**config.mk**
```make
export PLATFORM = sky130hd
export DESIGN_NAME = abfh_mod
export DESIGN_NICKNAME = d
export VERILOG_FILES = /design/src/rtl/address_blacklist_filter_hash_core_macros.svh /design/src/rtl/abfh_pkg.sv /design/src/rtl/abfh_mod.sv
export SDC_FILE = /design/constraint.sdc
export NUM_CORES = 1
export LEC_CHECK = 0
export ABC_CLOCK_PERIOD_IN_PS = 6000
export BUFFER_PORTS_ARGS = -buffer_cell sky130_fd_sc_hd__buf_4
export CAP_MARGIN = 20
export CORE_MARGIN = 8
export CORE_UTILIZATION = 40
export DETAILED_ROUTE_END_ITERATION = 16
export PLACE_DENSITY_LB_ADDON = 0.25
export SLEW_MARGIN = 20
export SYNTH_ARGS = -nofsm -noshare
export SYNTH_HDL_FRONTEND = slang
export SYNTH_SLANG_ARGS = --single-unit
export TNS_END_PERCENT = 1
```
**constraint.sdc**
```tcl
create_clock -name aclk -period 6 [get_ports aclk]
set_clock_uncertainty 0.15 [all_clocks]
set_input_delay 0 -clock aclk [delete_from_list [all_inputs] [get_ports aclk]]
set_output_delay 0 -clock aclk [all_outputs]
set_load 0.005 [all_outputs]
```
**src/rtl/address_blacklist_filter_hash_core_macros.svh**
```systemverilog
// assertion macros for the address blacklist filter core
// used by files that assert; expects aclk and aresetn in scope
`ifndef ADDRESS_BLACKLIST_FILTER_HASH_CORE_MACROS_SVH
`define ADDRESS_BLACKLIST_FILTER_HASH_CORE_MACROS_SVH

// same-cycle implication
`define ABFH_ASSERT_IMP(lbl, ante, cons, msg) \
    lbl: assert property (@(posedge aclk) disable iff (!aresetn) (ante) |-> (cons)) \
        else $error(msg);

// next-cycle implication
`define ABFH_ASSERT_NXT(lbl, ante, cons, msg) \
    lbl: assert property (@(posedge aclk) disable iff (!aresetn) (ante) |=> (cons)) \
        else $error(msg);

`endif

```
**src/rtl/abfh_pkg.sv**
```systemverilog
// shared types, codes and the hash fold for the address blacklist filter
// no dependencies
package abfh_pkg;

    localparam int ADDR_W = 64;
    localparam int MAC_W  = 48;
    localparam int HASH_W = 16;

    localparam logic [1:0] OP_ADD   = 2'd0;
    localparam logic [1:0] OP_CHECK = 2'd1;
    localparam logic [1:0] OP_CLEAR = 2'd2;
    localparam logic [1:0] OP_BAD   = 2'd3;

    localparam logic [1:0] KIND_V4  = 2'd0;
    localparam logic [1:0] KIND_V6  = 2'd1;
    localparam logic [1:0] KIND_MAC = 2'd2;
    localparam logic [1:0] KIND_BAD = 2'd3;

    localparam logic [1:0] STAT_OK      = 2'd0;
    localparam logic [1:0] STAT_FULL    = 2'd1;
    localparam logic [1:0] STAT_INVALID = 2'd2;

    localparam logic REG_RATE_LIMIT = 1'b0;
    localparam logic REG_HASH_SIZE  = 1'b1;

    localparam logic [HASH_W-1:0] HASH_SIZE_RESET = 16'd1024;

    // probe word walking along the cell row
    typedef struct packed {
        logic              valid;
        logic              hit;
        logic [1:0]        kind;
        logic [ADDR_W-1:0] key_high;
        logic [ADDR_W-1:0] key_low;
        logic [MAC_W-1:0]  mac;
    } probe_t;

    // entry write broadcast to all cells
    typedef struct packed {
        logic              en;
        logic [1:0]        kind;
        logic [ADDR_W-1:0] key_high;
        logic [ADDR_W-1:0] key_low;
    } wr_t;

    typedef struct packed {
        logic              black;
        logic              bvalid;
        logic [HASH_W-1:0] bucket;
        logic [1:0]        status;
    } result_t;

    // xor of the little-endian 16-bit words of masked keys, mac and vlan
    function automatic logic [HASH_W-1:0] fold_hash(
        input logic [ADDR_W-1:0] key_high,
        input logic [ADDR_W-1:0] key_low,
        input logic [MAC_W-1:0]  mac,
        input logic [HASH_W-1:0] vlan
    );
        logic [HASH_W-1:0] acc;
        acc = '0;
        for (int k = 0; k < ADDR_W / HASH_W; k++) begin
            acc = acc ^ key_high[k*HASH_W +: HASH_W] ^ key_low[k*HASH_W +: HASH_W];
        end
        for (int k = 0; k < MAC_W / HASH_W; k++) begin
            acc = acc ^ mac[k*HASH_W +: HASH_W];
        end
        return {acc[7:0], acc[15:8]} ^ vlan;
    endfunction

endpackage

```
**src/rtl/abfh_mod.sv**
```systemverilog
// iterative 16-bit remainder unit, one restoring step per cycle
// depends on abfh_pkg; divisor zero acts as 65536
module abfh_mod import abfh_pkg::*; (
    input  logic              aclk,
    input  logic              aresetn,
    input  logic              start,
    input  logic [HASH_W-1:0] dividend,
    input  logic [HASH_W-1:0] divisor,
    output logic              done,
    output logic [HASH_W-1:0] rem
);

    localparam int CNT_W = $clog2(HASH_W + 1);

    logic [CNT_W-1:0]  cnt_reg,  cnt_next;
    logic [HASH_W-1:0] quo_reg,  quo_next;
    logic [HASH_W-1:0] rem_reg,  rem_next;
    logic [HASH_W:0]   div_reg,  div_next;
    logic              done_reg, done_next;
    logic [HASH_W:0]   trial;

    always_comb begin
        trial     = {rem_reg, quo_reg[HASH_W-1]};
        cnt_next  = cnt_reg;
        quo_next  = quo_reg;
        rem_next  = rem_reg;
        div_next  = div_reg;
        done_next = 1'b0;
        if (start) begin
            cnt_next = CNT_W'(HASH_W);
            quo_next = dividend;
            rem_next = '0;
            div_next = (divisor == '0) ? {1'b1, {HASH_W{1'b0}}} : {1'b0, divisor};
        end else if (cnt_reg != '0) begin
            cnt_next  = cnt_reg - CNT_W'(1);
            quo_next  = {quo_reg[HASH_W-2:0], 1'b0};
            rem_next  = (trial >= div_reg) ? HASH_W'(trial - div_reg) : trial[HASH_W-1:0];
            done_next = (cnt_reg == CNT_W'(1));
        end
    end

    always_ff @(posedge aclk) begin
        if (!aresetn) begin
            cnt_reg  <= '0;
            done_reg <= 1'b0;
        end else begin
            cnt_reg  <= cnt_next;
            done_reg <= done_next;
        end
        quo_reg <= quo_next;
        rem_reg <= rem_next;
        div_reg <= div_next;
    end

    assign done = done_reg;
    assign rem  = rem_reg;

endmodule

```
## After elaboration in Yosys (flattened, before gate mapping)

Index checks and enable logic that the tools add are counted.

- Reduce and logical (&&, ||, !) cells: 5
- Divide/modulo/power cells: 0
- Equality and inequality tests: 1
- Bitwise logic cells: 2
- Shift-type cells: 0
- Multiplexer cells: 6
- Multipliers: 0
- Order comparisons: 1
- Add/subtract/negate cells: 2

Operators by type and width:

| cell | count |
|---|---|
| 16-bit two-way mux | 3 |
| 17-bit >= comparator | 1 |
| 17-bit two-way mux | 1 |
| 16-bit zero test | 1 |
| 16-bit subtractor | 1 |
| 5-bit two-way mux | 2 |
| 5-bit by 1-bit == test with 1-bit output, second input constant | 1 |
| 5-bit nonzero test | 1 |
| 5-bit by 1-bit subtractor with 5-bit output, second input constant | 1 |
| 3-bit OR reduction | 1 |
| 1-bit inverter | 2 |
| 2-bit nonzero test | 1 |
| 2-bit OR reduction | 1 |

- ROM bits: 0
- Input port bits: 35
- Memories: 0
- Flip-flop bits (word level): 55
- Output and inout bits: 17
- Bits in latches: 0
- Bits in writable memories: 0

## Longest topological paths before layout

Gate-level depths: netlist of the first run.

- Depth after elaboration: 3
- Depth in mapped cells: 10
- Mapped depth without buffers: 10

## Worst setup path before layout of the first run

Ideal clock, no wire load.

- Kind: flip-flop to flip-flop
- From: register rem_reg[11], in the netlist rem[11]
- To: register rem_reg[2], in the netlist rem[2]
- Stages on the path, launching flop included: 8
- Buffers on the path: 1
- Required time: 5.733 ns
- Path slack: 3.692 ns
- Arrival: 2.041 ns
- Cell sequence: dfxtp_1 > ha_1 > buf_4 > a21oi_4 > o21ai_1 > a221o_1 > or3_1 > a32o_1

- Longest elaborated chain between the ends: 2

Ends and longest elaborated chain:

| item | RTL line | text |
|---|---|---|
| start: declaration | abfh_mod.sv:17 | `logic [HASH_W-1:0] rem_reg, rem_next;` |
| start signal: assignment | abfh_mod.sv:51 | `rem_reg <= rem_next;` |
| 17-bit >= comparator | abfh_mod.sv:37 | `rem_next = (trial >= div_reg) ? HASH_W'(trial - div_reg) : trial[HASH_W-1:0];` |
| 16-bit two-way mux | abfh_mod.sv:37 |  |

Every way passes these cells.
A chain may end at the register's enable or synchronous reset.

## Worst setup path in the final report of the first run

- From: register rem_reg[9], in the netlist rem[9]
- To: register rem_reg[10], in the netlist rem[10]

- Longest elaborated chain between the ends: 2
- Elaborated cells on any way between the ends: 3
- Classes of those cells: add/sub: 1; order compare: 1; mux: 1

Ends and longest elaborated chain:

| item | RTL line |
|---|---|
| 16-bit subtractor or 17-bit >= comparator (tied branches) | abfh_mod.sv:37 |
| 16-bit two-way mux (*) | abfh_mod.sv:37 |

Mark *: on every way between the ends. The rest lies on a longest branch, timed or not.

==> results of run 1 <==
## final timing paths
check,startpoint,to,slack (ps),depth (start not counted)
setup / recovery,rem[9],rem[10],3090,6
hold / removal,start,div_reg[10],60,1
setup reg to reg,rem[9],rem[10],3090,6
hold reg to reg,cnt_reg[1],cnt_reg[1],370,2
## area by class of cell
| type | count | area, µm² |
|---|---|---|
| fillers | 780 | 4280 |
| multi-input cells | 235 | 1800 |
| flip-flops and latches | 55 | 1430 |
| repair buffers | 84 | 713 |
| well taps | 108 | 135 |
| inverters | 25 | 93.8 |
| clock buffers | 5 | 68.8 |
| clock inverters | 3 | 27.5 |
## stage by stage
stage / hold slack [ps] / cells / power (mW) / cell area [µm²]
floorplan: -37.5 / 345 / 1.09 / 3460
global placement: 38.7 / 474 / 1.29 / 3850
detailed placement: 40.0 / 474 / 1.29 / 3850
CTS: 81.6 / 515 / 1.53 / 4270
global route: 84.8 / 515 / 1.63 / 4270
finish: 58.7 / 515 / 1.53 / 4270
## kinds of logic after synthesis
family,Yosys count
multiplexers,17
buffers and inverters,55
adder cells (fa/ha/maj),21
AO/OA/AOI/OAI,95
XOR/XNOR,12
AND/OR/NAND/NOR,90
flip-flops,55
## cells in the final DEF (no fill, tap or decap), types with 3 or more instances in the layout
| cell type | instances |
|---|---|
| a21oi_1 | 18 |
| a311oi_1 | 3 |
| a311oi_2 | 5 |
| and2_1 | 5 |
| buf_4 | 51 |
| clkbuf_8 | 5 |
| dfxtp_1 | 22 |
| dlygate4sd3_1 | 33 |
| edfxtp_1 | 33 |
| ha_1 | 20 |
| inv_1 | 25 |
| mux2_2 | 15 |
| nand2_1 | 17 |
| nand2b_1 | 3 |
| nand3_1 | 11 |
| nor2_1 | 26 |
| nor3_1 | 6 |
| nor4_1 | 6 |
| o2111ai_1 | 4 |
| o211ai_1 | 3 |
| o21a_1 | 6 |
| o21ai_0 | 6 |
| o21ai_1 | 5 |
| o21ai_2 | 4 |
| o21bai_1 | 3 |
| o31ai_1 | 6 |
| xnor2_1 | 11 |
## power breakdown
group          internal [mW]  switching [mW]
combinational          0.340           0.413
clock                 0.0862           0.138
sequential             0.486          0.0631
## per-layer routing
layer  global-route usage, %  part of all wire (%)  vias to the layer above
met4                    2.83                  0.70                        0
met5                       0                     0                        -
li1                        -                     -                     1404
met1                    19.0                    45                     1343
met3                    3.13                   6.0                        5
met2                    23.9                    48                       90
==> impl_metrics.tcl, run 1 <==
set metrics [dict create \
    synth_area_per_cell_um2 10.0 \
    holdBufCountCts 33 \
    pwr_density_cell_nw_per_um2 357 \
    yosys.area.top_type_share_pct 28.6 \
    cp.arrival_ps 2970 \
    crit_type "register to register" \
    clock_path_buffers 2 \
    wl_per_cell_um 16.3 \
    htree_levels 2 \
    drive_gt1_share_pct 23.6 \
    portBuffers 51 \
    drt-vias-per-instance 5.52 \
    yosysSeqAreaShare_pct 41.4 \
    endpoint_kind "register" \
    grt_pass1_wl_um 13600 \
    synth-compound-area-share_pct 22.7 \
    vdd_drop_max_v 0.000142 \
    finalWirelength_um 8410 \
    synth_cell_types 70 \
    finalSetupViolations 0 \
    period_share_pct 48.4 \
    setup_ws_ps 3090 \
    slowest_stage "a221oi_2" \
    grt_max_degree 50 \
    die_y_um 109 \
    ys_async_sr_fraction_pct 0 \
    synth.area.mux_share_pct 5.50 \
    synth_area_leaders "edfxtp_1, dfxtp_1, ha_1" \
    grt_usage_pct 14.5 \
    fp.coreArea_um2 8550 \
    layout.nets 462 \
    fmax_ghz 0.344 \
    leakagePower_nw 1.74 \
    synth_xor_area_share_pct 3.04 \
    drt-pass1-iter-count 4 \
    crit_fanout 14 \
    die_area_um2 11900 \
    io-pin-count 52 \
    cts_resized 0 \
    synth_enable_flop_cells 33 \
    synthSimpleGateAreaFrac_pct 13.1 \
    required_ps 6070 \
    clkSinkCount 55 \
    drv_slew 0 \
    largest_register_ff_count 17 \
    tightest_slew_ps 1120 \
    drtIter0Drc 262 \
    die_w_um 109 \
    cts_tree "done" \
    clock_latency_ps 320 \
    cpLargestDelayFamily "compound AO/OA/AOI/OAI gates" \
    drv_cap 0 \
    hold_class "input pin to register" \
    syn_area_um2 3460 \
    antenna_left 0 \
    fin_crit_ps 2910 \
    cp_num_buf_inv 0 \
    finalHoldViolations 0 \
    post_cts_buffers 0 \
    rows 34 \
    via_count 2842 \
    synth_top_family_by_area "compound AO/OA/AOI/OAI gates" \
    ys_ff_latch 55 \
    slew_headroom_pct 25.1 \
    gr-total-overflow 0 \
    start_util_pct 40.5 \
    synthAdderAreaFrac_pct 7.81 \
    final.setup.tns_ps 0 \
    first_global_vias 2653 \
    ys.warnings.count 0 \
    startpoint_type "register" \
    area_growth_pct 23.5 \
    ctsRootBufferMaster "clkbuf_8" \
    synth_most_common_cell "edfxtp_1" \
    max_stage_delay_ps 900 \
    rsz0062_at_grt "false" \
    cts.clk_slew.worst_paths_ps 110 \
    drc_errors 0 \
    n_antenna_cell 0 \
    place.gp.congestion 0.916 \
    status "complete, no violations" \
    fin_util_pct 50.0 \
    syn_nets 401 \
    place_ws_ps 3190 \
    dp_hpwl_um 6080 \
    numCtsBuffers 5 \
    yosysTopAreaCell "edfxtp_1" \
    syn_inst 345 \
    cp_cell_sequence "ha_1 -> a21oi_1 -> o21ai_1 -> a221oi_2 -> a21oi_1 -> a2111oi_2" \
    yosys_most_used_dff "edfxtp_1" \
    crit_path_frequent_cell "a21oi_1" \
    antenna_found_initial 0 \
    synth_commonest_cells "edfxtp_1, nor2_1, inv_1" \
]
No activity file was read; power rests on OpenSTA's default activity.
==> run 2, diff against run 1 <==
--- a/config.mk
+++ b/config.mk
@@ -5,7 +5,7 @@
 export SDC_FILE = /design/constraint.sdc
 export NUM_CORES = 1
 export LEC_CHECK = 0
-export ABC_CLOCK_PERIOD_IN_PS = 6000
+export ABC_CLOCK_PERIOD_IN_PS = 2970
 export BUFFER_PORTS_ARGS = -buffer_cell sky130_fd_sc_hd__buf_4
 export CAP_MARGIN = 20
 export CORE_MARGIN = 8
==> constraint.sdc (replaced) <==
create_clock -name aclk -period 2.97 [get_ports aclk]
set_clock_uncertainty 0.15 [all_clocks]
set_input_delay 0 -clock aclk [delete_from_list [all_inputs] [get_ports aclk]]
set_output_delay 0 -clock aclk [all_outputs]
set_load 0.005 [all_outputs]
==> impl_metrics.tcl, run 2 (synthesis gave the netlist of run 1 again) <==
set metrics [dict create \
    status "complete, no violations" \
    p_sw_mw 1.26 \
    p_comb_share_pct 49.6 \
    n_antenna_cell 0 \
    power_frac_seq_pct 35.4 \
    cts_resized 0 \
    crit_fanout 16 \
    final_cell_area_um2 4330 \
    antenna_found_initial 0 \
    clock_latency_ps 320 \
    hold_class "input pin to register" \
    antenna_left 0 \
    via_count 2798 \
    drc_errors 0 \
    clkSinkCount 55 \
    pwr_density_cell_nw_per_um2 723 \
    clockPowerShare_pct 15.0 \
    htree_levels 2 \
    numCtsBuffers 5 \
    drtIter0Drc 192 \
    layout.nets 468 \
    finalSetupViolations 0 \
    grt_pass1_wl_um 14100 \
    gr-total-overflow 0 \
    fmax_ghz 0.362 \
    rows 34 \
    finalHoldViolations 0 \
    final.setup.tns_ps 0 \
    largest_register_ff_count 17 \
    nFillCells 791 \
    endpoint_kind "register" \
    drt-vias-per-instance 5.37 \
    hold_slack_ps 252 \
    fin_crit_ps 2760 \
    wl_per_cell_um 16.5 \
    dpl_cell_area_um2 3880 \
    internal-power_mw 1.87 \
    io-pin-count 52 \
    portBuffers 51 \
    final_common_cell "buf_4" \
    period_share_pct 92.9 \
    slew_headroom_pct 51.0 \
    tightest_slew_ps 728 \
    holdBufCountCts 34 \
    area_growth_pct 25.1 \
    drv_slew 0 \
    ctsRootBufferMaster "clkbuf_8" \
    die_area_um2 11900 \
    drt-pass1-iter-count 4 \
    cp.arrival_ps 2830 \
    clock_path_buffers 2 \
    rsz0062_at_grt "false" \
    crit_type "register to register" \
    place.gp.congestion 0.886 \
    grt_usage_pct 15.0 \
    first_global_vias 2869 \
    die_y_um 109 \
    p_sw_share_pct 40.3 \
    final_cell_mix "buf_4, dlygate4sd3_1, edfxtp_1" \
    drive_gt1_share_pct 24.5 \
    post_cts_buffers 0 \
    fp.coreArea_um2 8550 \
    dp_hpwl_um 6390 \
    finalWirelength_um 8600 \
    leakagePower_nw 1.77 \
    required_ps 3040 \
    cts_tree "done" \
    drv_cap 0 \
    die_w_um 109 \
    start_util_pct 40.5 \
    vdd_drop_max_v 0.000270 \
    cts.clk_slew.worst_paths_ps 110 \
    startpoint_type "register" \
    grt_max_degree 28 \
]
-- run 2: path summary, 6_finish.rpt --
check                           startpoint          to  slack, ps  cells after the start
worst min-delay path            divisor[9]  div_reg[9]        250                      2
worst max register to register     rem[11]     rem[10]        210                      6
worst min register to register  cnt_reg[1]  cnt_reg[1]        380                      2
worst max-delay path               rem[11]     rem[10]        210                      6
-- run 2: power groups by stage --
stage	registers, mW	clock network [mW]	logic [mW]
after global placement	1.12	0	1.49
after CTS	1.11	0.483	1.55
after floorplan	1.09	0	1.11
after global routing	1.13	0.508	1.71
final	1.11	0.471	1.55
after detailed placement	1.13	0	1.51
-- run 2: cell type report --
class,instances,area (µm²),share of cell area [%]
clock inverter,3,33.8,0.781
sequential,55,1430,33.1
tap,108,135,3.12
inverter,25,93.8,2.17
timing repair buffer,90,761,17.6
multi-input combinational,235,1800,41.7
clock buffer,5,68.8,1.59
-- run 2: metal layers --
metal / wire [µm] / up-vias / global-route usage [%] / part of all wire, %
li1: - / 1405 / - / -
met1: 3920 / 1320 / 18.9 / 46
met2: 4070 / 65 / 24.7 / 47
met3: 443 / 8 / 3.43 / 5.2
met4: 163 / 0 / 5.18 / 1.9
met5: 0 / - / 0 / 0
-- run 2: per-stage QoR --
| step | instances | power (mW) | worst slack [ps] | utilization [%] |
|---|---|---|---|---|
| 5_1_grt | 521 | 3.35 | 117 | 50.6 |
| 6_report | 521 | 3.13 | 210 | 50.6 |
| 3_5_place_dp | 479 | 2.64 | 250 | 45.4 |
| 2_1_floorplan | 345 | 2.20 | 662 | - |
| 3_3_place_gp | 479 | 2.61 | 257 | 45.4 |
| 4_1_cts | 521 | 3.15 | 213 | 50.6 |
-- run 2: worst max-delay path, cell delays in order, from the launching register on --
cell and delay (ps):
dfxtp_1 370, ha_1 490, nand4_1 310, o31ai_1 540, o21ba_4 360, nor2_1 140, a2111oi_2 310
