File: src/rtl/address_blacklist_filter_hash_core_macros.svh
// assertion macros for the address blacklist filter core
// used by files that assert; expects aclk and aresetn in scope
`ifndef ADDRESS_BLACKLIST_FILTER_HASH_CORE_MACROS_SVH
`define ADDRESS_BLACKLIST_FILTER_HASH_CORE_MACROS_SVH

// same-cycle implication
`define ABFH_ASSERT_IMP(lbl, ante, cons, msg) \
    lbl: assert property (@(posedge aclk) disable iff (!aresetn) (ante) |-> (cons)) \
        else $error(msg);

// next-cycle implication
`define ABFH_ASSERT_NXT(lbl, ante, cons, msg) \
    lbl: assert property (@(posedge aclk) disable iff (!aresetn) (ante) |=> (cons)) \
        else $error(msg);

`endif

File: src/rtl/abfh_pkg.sv
// shared types, codes and the hash fold for the address blacklist filter
// no dependencies
package abfh_pkg;

    localparam int ADDR_W = 64;
    localparam int MAC_W  = 48;
    localparam int HASH_W = 16;

    localparam logic [1:0] OP_ADD   = 2'd0;
    localparam logic [1:0] OP_CHECK = 2'd1;
    localparam logic [1:0] OP_CLEAR = 2'd2;
    localparam logic [1:0] OP_BAD   = 2'd3;

    localparam logic [1:0] KIND_V4  = 2'd0;
    localparam logic [1:0] KIND_V6  = 2'd1;
    localparam logic [1:0] KIND_MAC = 2'd2;
    localparam logic [1:0] KIND_BAD = 2'd3;

    localparam logic [1:0] STAT_OK      = 2'd0;
    localparam logic [1:0] STAT_FULL    = 2'd1;
    localparam logic [1:0] STAT_INVALID = 2'd2;

    localparam logic REG_RATE_LIMIT = 1'b0;
    localparam logic REG_HASH_SIZE  = 1'b1;

    localparam logic [HASH_W-1:0] HASH_SIZE_RESET = 16'd1024;

    // probe word walking along the cell row
    typedef struct packed {
        logic              valid;
        logic              hit;
        logic [1:0]        kind;
        logic [ADDR_W-1:0] key_high;
        logic [ADDR_W-1:0] key_low;
        logic [MAC_W-1:0]  mac;
    } probe_t;

    // entry write broadcast to all cells
    typedef struct packed {
        logic              en;
        logic [1:0]        kind;
        logic [ADDR_W-1:0] key_high;
        logic [ADDR_W-1:0] key_low;
    } wr_t;

    typedef struct packed {
        logic              black;
        logic              bvalid;
        logic [HASH_W-1:0] bucket;
        logic [1:0]        status;
    } result_t;

    // xor of the little-endian 16-bit words of masked keys, mac and vlan
    function automatic logic [HASH_W-1:0] fold_hash(
        input logic [ADDR_W-1:0] key_high,
        input logic [ADDR_W-1:0] key_low,
        input logic [MAC_W-1:0]  mac,
        input logic [HASH_W-1:0] vlan
    );
        logic [HASH_W-1:0] acc;
        acc = '0;
        for (int k = 0; k < ADDR_W / HASH_W; k++) begin
            acc = acc ^ key_high[k*HASH_W +: HASH_W] ^ key_low[k*HASH_W +: HASH_W];
        end
        for (int k = 0; k < MAC_W / HASH_W; k++) begin
            acc = acc ^ mac[k*HASH_W +: HASH_W];
        end
        return {acc[7:0], acc[15:8]} ^ vlan;
    endfunction

endpackage

File: src/rtl/abfh_cell.sv
// one table slot of the blacklist row: stored entry plus a probe stage
// depends on abfh_pkg
module abfh_cell import abfh_pkg::*; #(
    parameter int INDEX = 0,
    parameter int CNT_W = 5
) (
    input  logic             aclk,
    input  logic             aresetn,
    input  logic [CNT_W-1:0] count,
    input  wr_t              wr,
    input  probe_t           probe_in,
    output probe_t           probe_out
);

    logic [1:0]        ent_kind_reg;
    logic [ADDR_W-1:0] ent_high_reg;
    logic [ADDR_W-1:0] ent_low_reg;
    probe_t            probe_reg;
    probe_t            probe_next;
    logic              occupied;
    logic              ip_match;
    logic              mac_match;

    always_comb begin
        occupied  = count > CNT_W'(INDEX);
        ip_match  = (ent_kind_reg == probe_in.kind) && (ent_high_reg == probe_in.key_high)
                    && (ent_low_reg == probe_in.key_low);
        mac_match = (ent_kind_reg == KIND_MAC) && (ent_high_reg == '0)
                    && (ent_low_reg == {{(ADDR_W-MAC_W){1'b0}}, probe_in.mac});
        probe_next     = probe_in;
        probe_next.hit = probe_in.hit | (occupied & (ip_match | mac_match));
    end

    always_ff @(posedge aclk) begin
        if (!aresetn) begin
            probe_reg <= '0;
        end else begin
            probe_reg <= probe_next;
        end
    end

    // slot is written when it is the next free one
    always_ff @(posedge aclk) begin
        if (wr.en && count == CNT_W'(INDEX)) begin
            ent_kind_reg <= wr.kind;
            ent_high_reg <= wr.key_high;
            ent_low_reg  <= wr.key_low;
        end
    end

    assign probe_out = probe_reg;

endmodule

File: config.mk
export PLATFORM = sky130hd
export DESIGN_NAME = abfh_cell
export DESIGN_NICKNAME = d
export VERILOG_FILES = /design/src/rtl/address_blacklist_filter_hash_core_macros.svh /design/src/rtl/abfh_pkg.sv /design/src/rtl/abfh_cell.sv
export SDC_FILE = /design/constraint.sdc
export NUM_CORES = 1
export LEC_CHECK = 0
export BUFFER_PORTS_ARGS = -buffer_cell sky130_fd_sc_hd__buf_2
export CORE_AREA = 10 10 188 190
export DETAILED_ROUTE_END_ITERATION = 8
export DIE_AREA = 0 0 198 200
export GPL_ROUTABILITY_DRIVEN = 0
export PLACE_DENSITY = 0.75
export SLEW_MARGIN = 10
export SYNTH_ARGS = -nofsm -noshare
export SYNTH_HDL_FRONTEND = slang
export SYNTH_SLANG_ARGS = --single-unit
File: constraint.sdc
create_clock -name aclk -period 4.4 [get_ports aclk]
set_input_delay 0 -clock aclk [delete_from_list [all_inputs] [get_ports aclk]]
set_output_delay 0 -clock aclk [all_outputs]
set_load 0.02 [all_outputs]
======== After elaboration in Yosys (flattened, before gate mapping) ========
Cells that the tools add are included.
storage, ports and cells
  bits of input ports ..................... 318
  bits in registers ....................... 310
  memories ................................ 0
  memory bits (writable) .................. 0
  word-level logic and storage cells ...... 25
  memory bits (read-only) ................. 0
  bits in latches ......................... 0
cells by class
  equal/unequal tests ..................... 5
  reduce and logical (&&, ||, !) cells .... 7
  shift operators ......................... 0
  div/mod/pow operators ................... 0
  multiplexer cells ....................... 0
  magnitude comparators ................... 1
  $mul .................................... 0
  add/subtract/negate cells ............... 0
  bitwise operators ....................... 3
operators by type and width
  operator                                                               count
  64-bit equality test                                                   2
  64-bit by 48-bit equality test with 1-bit output                       1
  64-bit zero test                                                       1
  5-bit by 1-bit > comparator with 1-bit output (second input constant)  1
  1-bit logical AND                                                      5
  5-bit zero test                                                        1
  2-bit equality test                                                    1
  2-bit equality test (second input constant)                            1
  1-bit OR                                                               2
  1-bit bitwise AND                                                      1

======== Depth between registers and ports, before layout ========
Gate-level depths: netlist (run 1).
  depth in word-level cells ............... 6
  mapped depth ............................ 6
  mapped depth without buffers ............ 6

======== Least setup slack after synthesis (run 1) ========
No wires, ideal clock.
  path kind ............................... input -> register
  start point ............................. in count[1]
  end point ............................... reg ent_high_reg[0], enable pin
  data arrival time ....................... 3.677 ns
  path buffers ............................ 0
  setup slack ............................. 0.217 ns
  library setup time ...................... 0.505 ns
  required time ........................... 3.895 ns
  cell stages on the path ................. 3
  cells stage by stage .................... or4_1 > nor2_1 > and2_1
on the way
  cells in the longest elaborated chain, start to end .. 2
ends and longest elaborated chain
  item                    line             text
  start: declaration      abfh_cell.sv:9   input logic [CNT_W-1:0] count,
  5-bit zero test         abfh_cell.sv:44  if (wr.en && count == CNT_W'(INDEX)) begin
  1-bit logical AND       abfh_cell.sv:44
  end signal: assignment  abfh_cell.sv:46  ent_high_reg <= wr.key_high;
  end: declaration        abfh_cell.sv:16  logic [ADDR_W-1:0] ent_high_reg;
No other way between the ends.
A chain may end at the register's enable or synchronous reset.

======== Final worst setup path (run 1) ========
  start point ............................. reg ent_low_reg[29]
  end point ............................... reg probe_reg, in the netlist probe_out[178]
on the way
  cells in the longest elaborated chain, start to end .. 5
  elaborated cells between the ends (all ways) .. 7
  those cells by class .................... 2 x eq/ne; 3 x bitwise; 2 x reduce/logical
ends and longest elaborated chain
  item                                                                                             line                              text
  start: declaration                                                                               abfh_cell.sv:17                   logic [ADDR_W-1:0] ent_low_reg;
  start signal: assignment                                                                         abfh_cell.sv:47                   ent_low_reg <= wr.key_low;
  64-bit equality test / 64-bit by 48-bit equality test with 1-bit output (equally long branches)  abfh_cell.sv:27, abfh_cell.sv:29
  1-bit logical AND (on tied branches)                                                             abfh_cell.sv:27, abfh_cell.sv:29
  1-bit OR *                                                                                       abfh_cell.sv:31                   probe_next.hit = probe_in.hit | (occupied & (ip_match | mac_match));
  1-bit bitwise AND *                                                                              abfh_cell.sv:31
  1-bit OR *                                                                                       abfh_cell.sv:31
  end signal: assignment                                                                           abfh_cell.sv:38                   probe_reg <= probe_next;
  end: declaration                                                                                 abfh_cell.sv:18                   probe_t probe_reg;
Mark *: on every way between the ends. The rest lies on a longest branch, timed or not.

==> reports/results.txt, run 1 <==
The run finished with clean final reports. The clock passes through at most 3 buffers. The total congestion overflow after global routing came out at 0. The areal power density over the cells was 380.5 nW/um^2; the layout-stage area growth over the synthesis result was 66.10%. The die is 200 microns tall.

For flop-to-flop paths, the worst setup slack is 1810 ps. The logs give 0.4600 for the met2 capacity usage during global routing and 38.13 mm for the placed wire-length estimate after detailed placement. Summed over all failing endpoints, the final setup total negative slack is 0 ps. The cell area that synthesis handed to floorplanning was 10930 sq um. The first global-routing pass estimated 73.07 mm of wire.

For the number of library cell types mapped by synthesis, the log shows 33. Setup violations remaining at the end of the flow were counted as 0. At the later pin of the worst-skew pair, clock insertion delay measures 510 ps.

The worst clock skew is 22.95 ps, and the data required time of the critical path is 4850 ps. Number of global-route vias before repair: 10968. The share of the clock period used by the worst path is 0.5880, and the number of clock sinks is 310.

The logs give 0 for the post-route DRC violation count and 0.06782 for the global-route track usage on met3. VDD sags by at most 0.0003486 V. The run gives 89.05 ps as the worst hold margin. Leading register cell type out of synthesis: sky130_fd_sc_hd__dfxtp_1.

The number of standard cells after synthesis is 799, and the number of flip-flops under the largest register name is 180. Of all cell types, the one taking the most synthesized area is sky130_fd_sc_hd__edfxtp_1. The top cell type's share of synthesized area came out at 0.3572. The routed wirelength normalized by instance count is 25.31 microns, and the horizontal extent of the die is 198 microns. The global routing met1 resource utilization is 0.2775.

The logs give 0.2752 for the worst relative slew slack and 0 for the final number of max-transition violations. The ratio of cells with drive above 1 in the final layout came out at 0.3374. After clock tree synthesis, the flow added hold-fix buffers numbering 310. During placement, the flow inserted port buffers numbering 497. The tool flagged a number of max-cap violations equal to 0.

The clock tree synthesis step divided the H-tree into 2 levels. The placed instances occupy a cell area of 13880 sq um. The number of antenna violations at the first check in global routing was 5. The share of flip-flops with an asynchronous set or reset after synthesis works out to 0. Yosys mapped a number of flops with a built-in enable equal to 130.

Post-CTS repair changed the size of 0 cells. The overall power is 6.907 mW. The overall die area was 39600 sq um. TritonCTS built the clock tree. The first detailed-routing pass took 5 iterations.

After routing the design area is 18150 sq um. The count of endpoints failing hold in the final timing report is 0, and the clock transition at the register clock pins on the worst setup and hold paths after CTS is 70 ps. The number of rows created at floorplan came out at 65. The data arrival time of the critical path is 3030 ps.

The count of nets left with antenna violations once routing finished came out at 0. The detailed-route vias per instance is 4.714, and the transition time of the tightest slew-check pin is 1077 ps. The tree is rooted in a sky130_fd_sc_hd__clkbuf_16. Setup repair after global routing left no endpoint under its margin. The total number of yosys warnings was 0; the aggregate global-route resource usage was 0.2539.

In the final design database the tool counted 1943 nets. Static timing analysis puts the maximum clock frequency at 386.5 MHz. The detailed router placed 9711 vias in this run. After synthesis the netlist holds a flip-flop and latch count of 310.

The smallest clock period supported by the final layout is computed as 2587 ps. The setup path with the least slack is of type reg -> reg. The tools report the largest net degree at the start of global routing as 101. Dividing the synthesized area by the synthesized cell count gives 13.68 sq um. Summed over all layers, the routed wires come to 52.14 mm. For the share of synthesized area occupied by flip-flops and latches, the log shows 0.6869.

The tools report the leakage dissipation as 7.834 nW. Kind of path behind the tightest hold check: in -> reg. The kind of launch point of the worst setup path was a flop.

In this run, CTS created clock tree buffers numbering 34. The run gives 498 as the number of placed I/O pins. The maximum fanout along the worst path is 2, and the core area is 31390 sq um. The initial core utilization was 0.3481. STA classifies the critical path endpoint as a flop. For the post-CTS repair timing setup buffer count, the log shows 0. The global-route layer with the greatest usage was met2. The synthesized netlist net count was 1117.

After synthesis, the cell types taking the most area are sky130_fd_sc_hd__edfxtp_1, sky130_fd_sc_hd__dfxtp_1, sky130_fd_sc_hd__and2_1. The first routing iteration left 545 violations.
-- Yosys cell counts (4+ instances only) --
cell type,number
sky130_fd_sc_hd__xnor2_1,85
sky130_fd_sc_hd__nor4_1,39
sky130_fd_sc_hd__inv_1,21
sky130_fd_sc_hd__nand4_1,31
sky130_fd_sc_hd__xor2_1,74
sky130_fd_sc_hd__o22ai_1,4
sky130_fd_sc_hd__and2_1,180
sky130_fd_sc_hd__dfxtp_1,180
sky130_fd_sc_hd__or4_1,5
sky130_fd_sc_hd__edfxtp_1,130
sky130_fd_sc_hd__clkbuf_1,20
-- cells in the final DEF (no fill, tap or decap), drive strengths merged, types with 7 or more instances in the layout --
master / synthesis / final
inv: 21 / 24
dfxtp: 180 / 180
edfxtp: 130 / 130
nand4: 31 / 31
dlygate4sd3: 0 / 310
xnor2: 85 / 85
buf: 0 / 500
clkbuf: 20 / 54
nor4: 41 / 41
and2: 180 / 180
diode: 0 / 7
xor2: 74 / 74
-- area by class of cell --
cell class                 count  area [sq um]
clock inverter                 8         45.04
timing repair buffer         810          5628
inverter                      21         78.83
antenna                        7         17.52
sequential                   310          7507
clock buffer                  54          1104
multi-input combinational    448          3271
fill                        2341         13240
tap                          402         503.0
-- metrics by stage --
| step | utilization | worst slack, ps | instances |
|---|---|---|---|
| 2_1_floorplan | - | 217.4 | 799 |
| 3_3_place_gp | 0.4423 | 1844 | 1681 |
| 3_5_place_dp | 0.4423 | 1810 | 1681 |
| 4_1_cts | 0.5777 | 1806 | 2053 |
| 5_1_grt | 0.5781 | 1744 | 2058 |
| 6_report | 0.5783 | 1813 | 2060 |
-- layer usage --
layer	share of wire	vias to the layer above
li1	-	4416
met1	0.37	4674
met3	0.081	102
met5	0	-
met2	0.51	519
met4	0.037	0
-- critical path, stage by stage, from the launching register on --
cell,delay (ps)
sky130_fd_sc_hd__edfxtp_1,520
sky130_fd_sc_hd__xor2_1,210
sky130_fd_sc_hd__nor4_1,920
sky130_fd_sc_hd__nand4_1,280
sky130_fd_sc_hd__nor4_1,320
sky130_fd_sc_hd__a32oi_1,160
sky130_fd_sc_hd__o21ai_1,130
-- final timing paths --
| path | start | endpoint | cells past startpoint |
|---|---|---|---|
| max | ent_low_reg[29] | probe_out[178] | 6 |
| min | wr[130] | ent_high_reg[43] | 2 |
| max reg2reg | ent_low_reg[29] | probe_out[178] | 6 |
| min reg2reg | ent_low_reg[38] | probe_out[178] | 5 |
-- cell families after synthesis --
group	synth area share
xor+xnor	0.1274
buf+inv	0.01408
simple gates	0.1542
compound gates	0.01740
flops	0.6869
-- where the power goes --
group / switching [mW] / internal, mW / leakage (nW) / total, mW
clock network: 1.16 / 1.73 / 0.570 / 2.89
registers: 0.0396 / 3.10 / 2.67 / 3.14
logic: 0.444 / 0.438 / 4.59 / 0.882
Note: power is estimated with default switching activity, not from simulation.
==> run 2: changes to the inputs <==
Clock period 4.4 ns to 2.3 ns, I/O delays scaled along.
==> reports/results.txt, run 2 (synthesis results as in run 1) <==
Number of CTS-inserted buffers: 35 (+2.9%). The library cell used most frequently in the layout, excluding fill and tap cells, is sky130_fd_sc_hd__buf_2. The run finished with clean final reports. The number of cells on the worst hold path was 2 (unchanged). The tools report the largest net degree at the start of global routing as 96 (-5.0%). TritonCTS built the clock tree.

The run gives 11248 (+2.6%) as the number of global-route vias before repair. The depth of the worst register-to-register path is 6 (unchanged). The net total in the final layout is 1965 (+1.1%). The worst clock skew came out at 19.59 ps (-3.360 ps). The power spent charging and discharging nets was 3.216 mW (+96%); the final antenna-violating net count was 0 (unchanged).

The critical path is of the reg -> reg type. The post-route DRC violation count was 0 (unchanged); the H-tree level count was 2 (unchanged). In the layout the commonest cells are sky130_fd_sc_hd__buf_2, sky130_fd_sc_hd__dlygate4sd3_1, sky130_fd_sc_hd__dfxtp_1. The data arrival time of the critical path was 2570 ps (-460 ps). The number of flip-flops under the largest register name came out at 180 (unchanged).

Setup repair after global routing left no endpoint under its margin. The logs give 0 (unchanged) for the post-CTS repair timing setup buffer count and 0.3481 (unchanged) for the initial core utilization. Traced cell by cell, the critical path runs through nor4_2, nand4_1, or4_1, nor4_1, a32oi_1, o21ai_1.

The tools report the final number of max-transition violations as 0 (unchanged). Aggregate global-route resource usage: 0.2593 (+0.005395). The count of port buffers added during placement was 497 (unchanged). The share of the clock period used by the worst path works out to 0.9241 (+0.3361). The endpoint of the most critical register-to-register path was probe_out[178]. The worst hold path terminates at ent_high_reg[61]. The logs give 0.451 (-0.003) for the sequential share of power and 31390 sq um (unchanged) for the core area. For the final number of setup-violating endpoints, the log shows 0 (unchanged). The final critical delay including setup and external delays was 2125 ps (-461.8 ps). The startpoint identified for the worst hold timing path is wr[130].

The tools report the total routed wirelength as 53.02 mm (+1.7%). The post-placement cell area is 14050 sq um (+1.2%). The worst setup path is captured at a flop. The worst vdd rail ir drop was 0.0006358 V (+82%); the count of TritonRoute iterations in the first routing pass was 5 (unchanged). For the logic gate share of total power, the log shows 0.129 (about the same). The y dimension of the die works out to 200 microns (unchanged). The worst setup path is launched from a flop. Kind of path behind the tightest hold check: in -> reg. The overall power was 13.30 mW (+93%). The total negative slack for setup checks was 0 ps (unchanged); the switching portion of total power was 0.2418 (+0.004183).

The placed wire-length estimate after detailed placement was 39.58 mm (+3.8%); the count of endpoints failing hold in the final timing report was 0 (unchanged). The portion of total power attributed to the clock network was 0.420 (+0.002). Count of hold-fix buffers inserted at cts: 312 (+0.65%). The worst register-to-register path begins at ent_low_reg[55]. Clock latency reported for the late side of the worst-skew pair: 510 ps (about the same). The data required time of the critical path is 2750 ps (-2100 ps). The overall die area is 39600 sq um (unchanged), and the routed wirelength normalized by instance count is 25.46 microns (+0.62%).

The tools report the wire length of the first global-routing pass as 74.75 mm (+2.3%). Compared with the post-synthesis result, the final layout area differs by 67.77%. The transition time of the tightest slew-check pin came out at 800.1 ps (-277.2 ps).

The ratio of cells with drive above 1 in the final layout was 0.3447 (+0.007312). The tools report the maximum number of buffers from clock root to sink as 3 (unchanged). The clock transition at the register clock pins on the worst setup and hold paths after CTS is 70 ps (about the same). The run gives 18340 sq um (+1.0%) as the summed area of non-filler cells in the final layout. The number of clock sinks was 310 (unchanged); the number of placed I/O pins was 498 (unchanged). For the setup slack on the worst flop-to-flop path, the log shows 170 ps (-1640 ps).

The detailed-route vias per instance was 4.780 (+1.4%). The number of rows created at floorplan came out at 65 (unchanged). The total congestion overflow after global routing was 0 (unchanged). The run gives 577 (+5.9%) as the DRC marker count from the first detailed-route iteration. The design internal power is 10.08 mW (+91%), and the number of antenna violations at the first check in global routing is 4 (-1). Among all stages on the critical path, the largest delay is contributed by sky130_fd_sc_hd__or4_1.

For the max capacitance violation total, the log shows 0 (unchanged). The root buffer selected by CTS was sky130_fd_sc_hd__clkbuf_16. The tools report the leakage dissipation as 7.943 nW (+1.4%). The areal power density over the cells is 725.4 nW/um^2 (+91%). For the vias after detailed routing, the log shows 9951 (+2.5%).

The tools report the worst relative slew slack as 0.4666 (+0.1914). The maximum fanout along the worst path was 2 (unchanged). The logs give 0 (unchanged) for the number of gates given a new drive strength after cts and 470.5 MHz (+22%) for the timing-limited maximum frequency. The delay contributed by the slowest stage of the critical path came out at 570 ps (-350 ps). The horizontal extent of the die was 198 microns (unchanged).
## run 2: cell types whose count changed in the layout (fill, tap and decap cells not counted), sizes merged
cell,before,now
buf,500,519
clkbuf,54,46
clkinv,5,11
bufinv,0,3
dlygate4sd3,310,312
diode,7,6
inv,24,25
## run 2: worst max path at each step
stage / from / cells past startpoint / endpoint
after floorplan: count[1] / 3 / ent_high_reg[0]
after global placement: ent_high_reg[5] / 6 / probe_out[178]
after detailed placement: ent_high_reg[5] / 6 / probe_out[178]
after CTS: ent_high_reg[11] / 6 / probe_out[178]
after global routing: ent_high_reg[11] / 6 / probe_out[178]
final: ent_low_reg[55] / 6 / probe_out[178]
## run 2: metal layers
metal | vias up | wire length, microns | track usage
met1 | 4816 | 19810 | 0.2857
met4 | 0 | 1794 | 0.1025
met5 | - | 0 | 0
met3 | 100 | 4267 | 0.06614
met2 | 572 | 27150 | 0.4692
li1 | 4463 | - | -
## run 2: metrics by stage
step / util / hold WS [ps] / std cells / setup WS [ps]
finish: 0.5841 / 27.15 / 2082 / 174.7
global route: 0.5839 / 23.92 / 2080 / 19.47
floorplan: - / 98.87 / 799 / 242.5
global placement: 0.4476 / 176.8 / 1700 / 203.1
CTS: 0.5836 / 14.09 / 2076 / 165.8
detailed placement: 0.4476 / 178.3 / 1700 / 186.4
## run 2: cell type report
type,instances,area [sq um]
fillers,2346,13060
inverters,21,78.83
repair buffers,831,5816
clock inverters,18,187.7
multi-input cells,448,3271
flip-flops and latches,310,7507
diodes,6,15.01
clock buffers,46,958.4
well taps,402,503.0
## run 2: worst max-delay path: cells and delay by family, from the launching register on
kind,cells,cell delay (ps)
compound gates,2,260
flops,1,470
simple gates,4,1330
## run 2: power by group through the flow
stage | combinational, mW | clock (mW) | sequential (mW)
6_report | 1.72 | 5.59 | 6.00
5_1_grt | 1.82 | 5.83 | 6.01
4_1_cts | 1.70 | 5.65 | 5.98
3_5_place_dp | 1.25 | 0 | 6.10
3_3_place_gp | 1.24 | 0 | 6.09
2_1_floorplan | 0.293 | 0 | 6.32
==> run 3: changes to the inputs <==
Settings changed: CORE_AREA 10 10 188 190 to 10 10 183 185, DIE_AREA 0 0 198 200 to 0 0 193 195.
Clock period 2.3 ns to 2.2 ns, I/O delays scaled along.
==> reports/results.txt, run 3 (synthesis results as in run 1) <==
The net total in the final layout was 1962 (-0.15%); the total congestion overflow after global routing was 0 (unchanged). For the worst relative slew slack, the log shows 0.4421 (-0.02451). The run gives 2480 ps (-90 ps) as the data arrival time of the critical path.

The delay contributed by the slowest stage of the critical path was 590 ps (+20 ps). Launch point of the worst path: ent_high_reg[26]. The areal power density over the cells is 765.0 nW/um^2 (+5.5%), and the summed area of non-filler cells in the final layout is 18470 sq um (+0.71%). The tools report the kind of launch point of the worst setup path as a flop. The overall die area was 37640 sq um (-5.0%); the final-layout fill cell count was 2156 (-8.1%).

The ratio of cells with drive above 1 in the final layout works out to 0.3545 (+0.009808). The maximum number of buffers from clock root to sink came out at 3 (unchanged). The tree is rooted in a sky130_fd_sc_hd__clkbuf_16. For the data required time of the critical path, the log shows 2620 ps (-130 ps).

The setup slack of the critical path after layout was 140.0 ps (-34.67 ps). The clock transition at the register clock pins on the worst setup and hold paths after CTS was 60 ps (about the same); the number of flip-flops under the largest register name was 180 (unchanged). The largest net degree at the start of global routing was 93 (-3.1%); the combined flip-flop and latch cell area was 7507 sq um (unchanged).

The path type of the worst setup path is reg -> reg. The signal on the critical path passes through or4_1, nor4_2, nand4_1, nor4_4, a32oi_1, o21ai_1. The final number of setup-violating endpoints is 0 (unchanged), and the vias after detailed routing is 9836 (-1.2%). The global-route layer with the greatest usage is met2.

For the number of rows created at floorplan, the log shows 64 (-1.5%). The largest individual stage delay along the critical path comes from the cell sky130_fd_sc_hd__or4_1. The library cell used most frequently in the layout, excluding fill and tap cells, is sky130_fd_sc_hd__buf_2.

The multi-input gate area in the final layout is 3363 sq um (+2.8%). The worst register-to-register path ends at probe_out[178]. In this run the most critical hold path is launched from wr[130]. TritonCTS built the clock tree.

H-tree level count: 2 (unchanged). The detailed-route vias per instance was 4.747 (-0.68%); the initial core utilization was 0.3640 (+0.01581). The share of the clock period used by the worst path was 0.9364 (+0.01231); the final antenna-violating net count was 0 (unchanged). The depth of the worst register-to-register path works out to 6 (unchanged). The max capacitance violation total was 0 (unchanged). DRC marker count from the first detailed-route iteration: 547 (-5.2%).

The y dimension of the die is 195 microns (-2.5%). The logs give 0.0009978 V (+57%) for the worst vdd rail ir drop and 51.80 mm (-2.3%) for the total routed wirelength. The global routing met1 resource utilization is 0.3022 (+0.01655), and the transition time of the tightest slew-check pin is 836.9 ps (+36.77 ps).

The met2 capacity usage during global routing was 0.4806 (+0.01146). The worst register-to-register path begins at ent_high_reg[26]. The tools report the endpoint of the most critical setup path as probe_out[178]. For the number of global-route vias before repair, the log shows 11096 (-1.4%).

The wire length of the first global-routing pass was 74.06 mm (-0.92%); the timing-limited maximum frequency was 485.4 MHz (+3.2%). The worst setup path is captured at a flop. The horizontal extent of the die came out at 193 microns (-2.5%). The count of port buffers added during placement was 497 (unchanged). The maximum fanout along the worst path is 2 (unchanged).

The final critical delay including setup and external delays is 2060 ps (-65.32 ps). The tools report the aggregate global-route resource usage as 0.2673 (+0.008009). In the layout the commonest cells are sky130_fd_sc_hd__buf_2, sky130_fd_sc_hd__dlygate4sd3_1, sky130_fd_sc_hd__dfxtp_1. The count of endpoints failing hold in the final timing report is 0 (unchanged), and the core area is 30030 sq um (-4.3%). The tools report the leakage dissipation as 7.979 nW (+0.45%). Post-route DRC violation count: 0 (unchanged). For the worst setup slack before clock tree synthesis, the log shows -23.24 ps (-209.6 ps). The count of TritonRoute iterations in the first routing pass is 5 (unchanged). The post-placement cell area came out at 14030 sq um (-0.16%). Placed wire-length estimate after detailed placement: 37.61 mm (-5.0%).

The layout-stage area growth over the synthesis result is 68.96%, and the number of antenna violations at the first check in global routing is 4 (unchanged). The number of cells on the worst hold path works out to 3 (+1). Kind of path behind the tightest hold check: in -> reg. The flow ran to the end, and the final reports show no timing, DRC or antenna violations. Number of CTS-inserted buffers: 34 (-2.9%). The final number of max-transition violations was 0 (unchanged); the global-route track usage on met3 was 0.06718 (+0.001035).

The number of clock sinks was 310 (unchanged). The number of placed I/O pins was 498 (unchanged); the worst clock skew was 19.30 ps (-0.2893 ps). The clock latency reported for the late side of the worst-skew pair was 510 ps (about the same); the routed wirelength normalized by instance count was 25.00 microns (-1.8%). Setup repair after global routing could not meet its margin everywhere.

The tools report the setup slack on the worst flop-to-flop path as 140 ps (-30 ps).
run 3: cell count changes in the layout (fill, tap and decap cells not counted), sizes merged:
cell | previous run | this run
clkbuf | 46 | 48
dlygate4sd3 | 312 | 310
inv | 25 | 24
clkinvlp | 0 | 3
clkinv | 11 | 5
run 3: critical path, delay by kind of cell, from the launching register on:
kind / cells / cell delay (ps)
DFF: 1 / 430
and+or+nand+nor: 4 / 1280
AOI/OAI and AO/OA: 2 / 270
run 3: worst min path at each step:
stage,to
5_1_grt,ent_low_reg[18]
4_1_cts,ent_low_reg[23]
3_3_place_gp,ent_low_reg[23]
6_report,ent_low_reg[43]
3_5_place_dp,ent_high_reg[41]
2_1_floorplan,ent_high_reg[0]
run 3: power by group:
part           internal, mW  switching, mW  total [mW]
Clock                  3.68           2.39        6.07
Sequential             6.19         0.0767        6.27
Combinational         0.890          0.895        1.78
run 3: routing by layer:
metal / vias to the layer above / share of wire / wire length (microns)
met5: - / 0 / 0
met3: 105 / 0.087 / 4496
met4: 0 / 0.032 / 1645
li1: 4451 / - / -
met1: 4720 / 0.37 / 19030
met2: 560 / 0.51 / 26620
run 3: repair_timing:
action                                  4_1_cts  5_1_grt
resized for setup                             3       12
hold buffers                                310        0
gates cloned                                  0        0
pin swaps                                     2       10
endpoints found under the setup margin        1        1
hold endpoints to repair                    310        0
setup buffers                                 1        1
run 3: area by class of cell:
type | count | area share
sequential | 310 | 0.4065
timing repair buffer | 829 | 0.3138
multi-input combinational | 448 | 0.1821
clock buffer | 48 | 0.05624
tap | 396 | 0.02683
clock inverter | 14 | 0.009350
inverter | 21 | 0.004269
antenna | 6 | 0.0008131
run 3: metrics by stage:
stage	cells	total power, mW	TNS, ps	hold WS [ps]	utilization
after CTS	2065	14.18	0	104.2	0.6118
after global placement	1692	7.642	0	177.4	0.4672
after detailed placement	1692	7.661	-23.24	178.2	0.4672
after global routing	2070	14.58	-5.139	115.8	0.6148
after floorplan	799	6.911	0	98.87	-
final	2072	14.13	0	110.5	0.6150
